--- config.mk ---
export PLATFORM = sky130hd
export DESIGN_NAME = lcsf_store
export DESIGN_NICKNAME = d
export VERILOG_FILES = /design/src/hdl/lcsf_pkg.sv /design/src/hdl/lcsf_store.sv
export SDC_FILE = /design/constraint.sdc
export NUM_CORES = 2
export LEC_CHECK = 0
export BUFFER_PORTS_ARGS = -buffer_cell sky130_fd_sc_hd__buf_2
export CORE_MARGIN = 1.5
export CORE_UTILIZATION = 45
export DETAILED_ROUTE_END_ITERATION = 12
export GPL_TIMING_DRIVEN = 0
export PLACE_DENSITY = 0.57
export SLEW_MARGIN = 15
export SYNTH_ARGS = -nofsm -noshare
export SYNTH_HDL_FRONTEND = slang
export SYNTH_SLANG_ARGS = --single-unit
--- constraint.sdc ---
create_clock -name clk -period 7.3 [get_ports clk]
set_input_delay 1.095 -clock clk [delete_from_list [all_inputs] [get_ports clk]]
set_output_delay 1.095 -clock clk [all_outputs]
set_load 0.1 [all_outputs]
--- src/hdl/lcsf_pkg.sv ---
`timescale 1ns / 1ps
// ----------------------------------------------------------------------------
// lcsf_pkg
// Shared sizes, codes and types for the line change span finder.
// ----------------------------------------------------------------------------
package lcsf_pkg;

  localparam int MAX_LEN   = 256;
  localparam int ADDR_W    = $clog2(MAX_LEN);
  localparam int LEN_W     = $clog2(MAX_LEN + 1);
  localparam int OFS_W     = 10;
  localparam int BYTE_W    = 8;
  localparam int PCT_W     = 7;
  localparam int PROD_W    = LEN_W + PCT_W;
  localparam int PCT_SCALE = 100;

  localparam logic [PCT_W-1:0] PCT_RESET    = PCT_W'(30);
  localparam logic [OFS_W-1:0] NO_HIGHLIGHT = '1;

  typedef enum logic [1:0] {
    KIND_FIRST   = 2'd0,
    KIND_SECOND  = 2'd1,
    KIND_COMPARE = 2'd2,
    KIND_UNUSED  = 2'd3
  } kind_t;

  // Access request from the controller to the two line stores.
  typedef struct packed {
    logic              we_first;
    logic              we_second;
    logic [ADDR_W-1:0] waddr;
    logic [BYTE_W-1:0] wdata;
    logic [ADDR_W-1:0] raddr_first;
    logic [ADDR_W-1:0] raddr_second;
  } store_req_t;

endpackage

--- src/hdl/lcsf_store.sv ---
`timescale 1ns / 1ps
// ----------------------------------------------------------------------------
// lcsf_store
// The two line stores: one write port shared by loads, one registered read
// port per line.
// ----------------------------------------------------------------------------
module lcsf_store import lcsf_pkg::*; (
  input  logic              clk,
  input  store_req_t        req,
  output logic [BYTE_W-1:0] rdata_first,
  output logic [BYTE_W-1:0] rdata_second
);

  logic [BYTE_W-1:0] first_mem  [MAX_LEN];
  logic [BYTE_W-1:0] second_mem [MAX_LEN];

  always_ff @(posedge clk) begin
    if (req.we_first) begin
      first_mem[req.waddr] <= req.wdata;
    end
    rdata_first <= first_mem[req.raddr_first];
  end

  always_ff @(posedge clk) begin
    if (req.we_second) begin
      second_mem[req.waddr] <= req.wdata;
    end
    rdata_second <= second_mem[req.raddr_second];
  end

endmodule

# == Yosys cells after proc, flatten, opt, wreduce, memory -nomap -nowiden ==
# Memory sizes are Yosys's and may differ from the RTL's. A register that Yosys moved wholly into a read port is not among the register bits.
# Index checks and enable logic that the tools add are counted.
# totals
regBits,0
mem_bits_rw,4096
in_bits,35
output_inout_bits,16
elab_cells,6
memories,2
# op_classes
mux,4
# memory_table
memory,words,word_bits,read_ports,rd_clocked_by_memory_dff,write_ports,line,source
first_mem,256,8,1,1,1,lcsf_store.sv:14,logic [BYTE_W-1:0] first_mem [MAX_LEN];
second_mem,256,8,1,1,1,lcsf_store.sv:15,logic [BYTE_W-1:0] second_mem [MAX_LEN];
# ops
op,n
1-bit two-way mux,4

# == Longest topological paths before layout ==
# logic_depth
ltp_word,2
mapped_depth,12
mapped_depth_nobuf,6

# == Worst setup path before layout ==
# No wires, ideal clock.
# synth_timing
path_kind,input port to flip-flop
from,in req[8] (netlist bit)
to,"reg rdata_first[0], read port of first_mem"
t_arrival_ns,3.071
slack_ns,4.102
stages,9
path_buffers,4
path_cell_list,buf_6 -> buf_6 -> buf_4 -> buf_2 -> mux4_2 -> a221oi_1 -> o22ai_1 -> a211oi_1 -> nor4_2
# synth_rtl
item,line,source
from (decl),lcsf_store.sv:9,"input store_req_t req,"
to (decl),lcsf_store.sv:10,"output logic [BYTE_W-1:0] rdata_first,"

==> results.toml <==
[layout]
layout-drive-gt1-share = 0.250
fin_nets = 7874
most-common-layout-cells = "4096 x edfxtp_1, 942 x mux4_2, 528 x nor2_1"
final_common_cell = "edfxtp_1"
area_growth_syn_to_fin_pct = 13.9

[routing]
antenna_violating_nets_left = 0
detailedRoute.firstIterationViolations = 14500
wl_mm = 521
via_count = 83900
routedWlPerCell_um = 40.6
average_via_count_per_standard_cell = 6.54
detailedRoute.firstPassIterationCount = 7
post_detailed_route_drc_marker_count = 0

[clock_network]
clock_path_buffers = 4
cts.repair_timing.setup_buffer_count = 0
cts_hold_buf = 0
htree_levels = 5
clock_latency_ps = 980
clock_tree.root_cell = "clkbuf_16"
cts.sink_count = 4112
cts_tree = "yes"
cts_resized = 0
cts-buffers-inserted = 416
clkTransAtPathRegs_ps = 60

[yosys]
mappedNetlistArea_um2 = 159000
postSynthNetCount = 7321
yosys_register_bits = 4112
synth_enable_flop_cells = 4096
synth_cells = 7286
yosys_warnings = 0
yosysSeqAreaShare = 0.776
synth_flop_cell = "edfxtp_1"
synthDistinctLibCells = 71
ys_async_sr_fraction = 0
synth_area_per_cell_um2 = 21.8

[sta]
timing.final.crit_period_ps = 5680
fin_skew_ps = 34.7
rsz0062_at_grt = "false"
final_number_of_setup_violating_endpoints = 0
finalCritPeriodShare = 0.778
final.setup.worst_slack_ps = 1620
relative_slew_margins = 0.0235
number_of_hold_violations_in_the_final_report = 0
fmax_mhz = 176
timing_worst_slew_pin_value_ps = 1450
maxSlewViolCount = 0

[worst_setup_path]
regToRegSetupSlack_ps = 3640
crit_type = "in2reg"
crit_path_frequent_cell = "buf_2"
required_ps = 8030
path_max_fanout = 10
critical_path.slowest_cell = "o41ai_1"
crit_path_max_incr_delay_ps = 1200
worst_setup_path_end_kind = "flip-flop"
crit_chain = "buf_2 -> buf_4 -> buf_2 -> clkinv_1 -> clkbuf_2 -> a2bb2oi_1 -> a211oi_1 -> o21ai_0 -> o41ai_1 -> nor3_1"
worstRegToRegCells = 6
critical_path.startpoint_type = "input pin"
r2r_end = "rdata_second[3]$_DFF_P_"
rr_startpoint = "second_mem[7][3]$_DFFE_PP_"
crit_arrival_ps = 6410

[die]
effective_utilization_at_floorplan = 0.454
boundaryPins = 51
placement_rows = 217
floorplan.core_area_um2 = 350000
die_y_um = 597
die_w_um = 597
fp.dieArea_um2 = 357000

[hold_path]
hold_crit_class = "in2reg"
hold_start = "req[18]"
holdPathStages = 1
worst_hold_path.endpoint = "second_mem[82][2]$_DFFE_PP_"

[flow_run]
cap_violations = 0

[pwr]
total_leakage_power_nw = 56.2
power.density_nw_per_um2 = 279
power.ir.vdd_worst_mv = 0.206
power.total_mw = 50.5

[global_routing]
grt_overflow_total = 0
grt_pass1_vias = 80700
grt_use_total = 0.289
grt_first_pass_wirelength_mm = 695
initial_antenna_violation_count = 72
pin_count_of_the_biggest_net_entering_global_routing = 138

[placement]
gp_congestion = 0.996
place.port_buffers = 45
dp_worst_slack_ps = 1170
post-dp-hpwl_mm = 355

[status]
status = "finished, final reports clean"
## cell usage after synthesis (all sizes together), types with 12 or more instances
cell type | instances | share of area
dfxtp | 16 | 0.0020
nand2 | 131 | 0.0031
a211oi | 43 | 0.0020
o21ai | 34 | 0.0011
nand3 | 22 | 0.00069
a21oi | 85 | 0.0027
nor4 | 18 | 0.00075
o22ai | 80 | 0.0032
mux2 | 40 | 0.0028
mux4 | 957 | 0.14
buf | 248 | 0.012
a41oi | 12 | 0.00066
nor2b | 20 | 0.00079
nor2 | 537 | 0.013
nand2b | 15 | 0.00059
a22o | 77 | 0.0042
edfxtp | 4096 | 0.77
and2 | 17 | 0.00067
a221oi | 97 | 0.0054
mux2i | 240 | 0.015
clkbuf | 203 | 0.0049
a22oi | 82 | 0.0039
nor3 | 46 | 0.0014
o221ai | 72 | 0.0040
## metal layers
metal,vias to the layer above,share of wire,global-route usage
met1,45400,0.39,0.406
met2,5492,0.45,0.434
li1,32000,-,-
met3,991,0.12,0.0815
met4,28,0.040,0.105
met5,-,0.00039,0
## metrics by stage
stage	cell area [um^2]	utilization	TNS [ps]	cells	hold slack [ps]
after CTS	181000	0.516	0	12800	475
after detailed placement	167000	0.478	0	12000	1170
after global routing	181000	0.516	0	12800	514
after global placement	165000	0.471	-8110150	11900	1140
final	181000	0.516	0	12800	522
after floorplan	159000	-	0	7286	710
## cell type report
class / count / area (um^2)
diodes: 53 / 133
plain buffers: 451 / 2770
clock buffers: 504 / 11000
clock inverters: 259 / 2370
fillers: 27400 / 169000
inverters: 4 / 15.0
multi-input cells: 2719 / 32900
flip-flops and latches: 4112 / 123000
well taps: 4599 / 5750
repair buffers: 135 / 2630
## worst max-delay path, delay by kind of cell
family	cells	cell delay, ps
AO/OA/AOI/OAI	4	2150
buffers and inverters	5	2700
AND/OR/NAND/NOR	1	400
## logic make-up (layout without fill, tap and decap cells)
family,after synthesis,after routing,share of synthesized area
mux,1237,1237,0.154
compound gates,638,638,0.0302
flops,4112,4112,0.776
other cells,0,53,0
simple gates,844,844,0.0226
buf+inv,455,1353,0.0168
## flip-flops by register name, indices dropped and copies added (netlist names)
signal and cells:
second_mem 2048, first_mem 2048, rdata_first 8, rdata_second 8
## report_power, final
part	switching (mW)	leakage (nW)	internal, mW
logic	2.25	12.7	0.916
registers	0.0146	36.9	26.0
clock network	9.17	6.58	12.1
total	11.4	56.2	39.0
## worst max path at each step
stage	from	endpoint	slack (ps)
final	req[1]	rdata_second[3]$_DFF_P_	1620
after global routing	req[1]	rdata_second[3]$_DFF_P_	1920
after CTS	req[1]	rdata_second[3]$_DFF_P_	2190
after detailed placement	req[1]	rdata_second[3]$_DFF_P_	1170
after global placement	req[16]	first_mem[56][0]$_DFFE_PP_	-2660
after floorplan	req[8]	rdata_first[0]$_DFF_P_	4100
No activity file was read; power rests on OpenSTA's default activity.
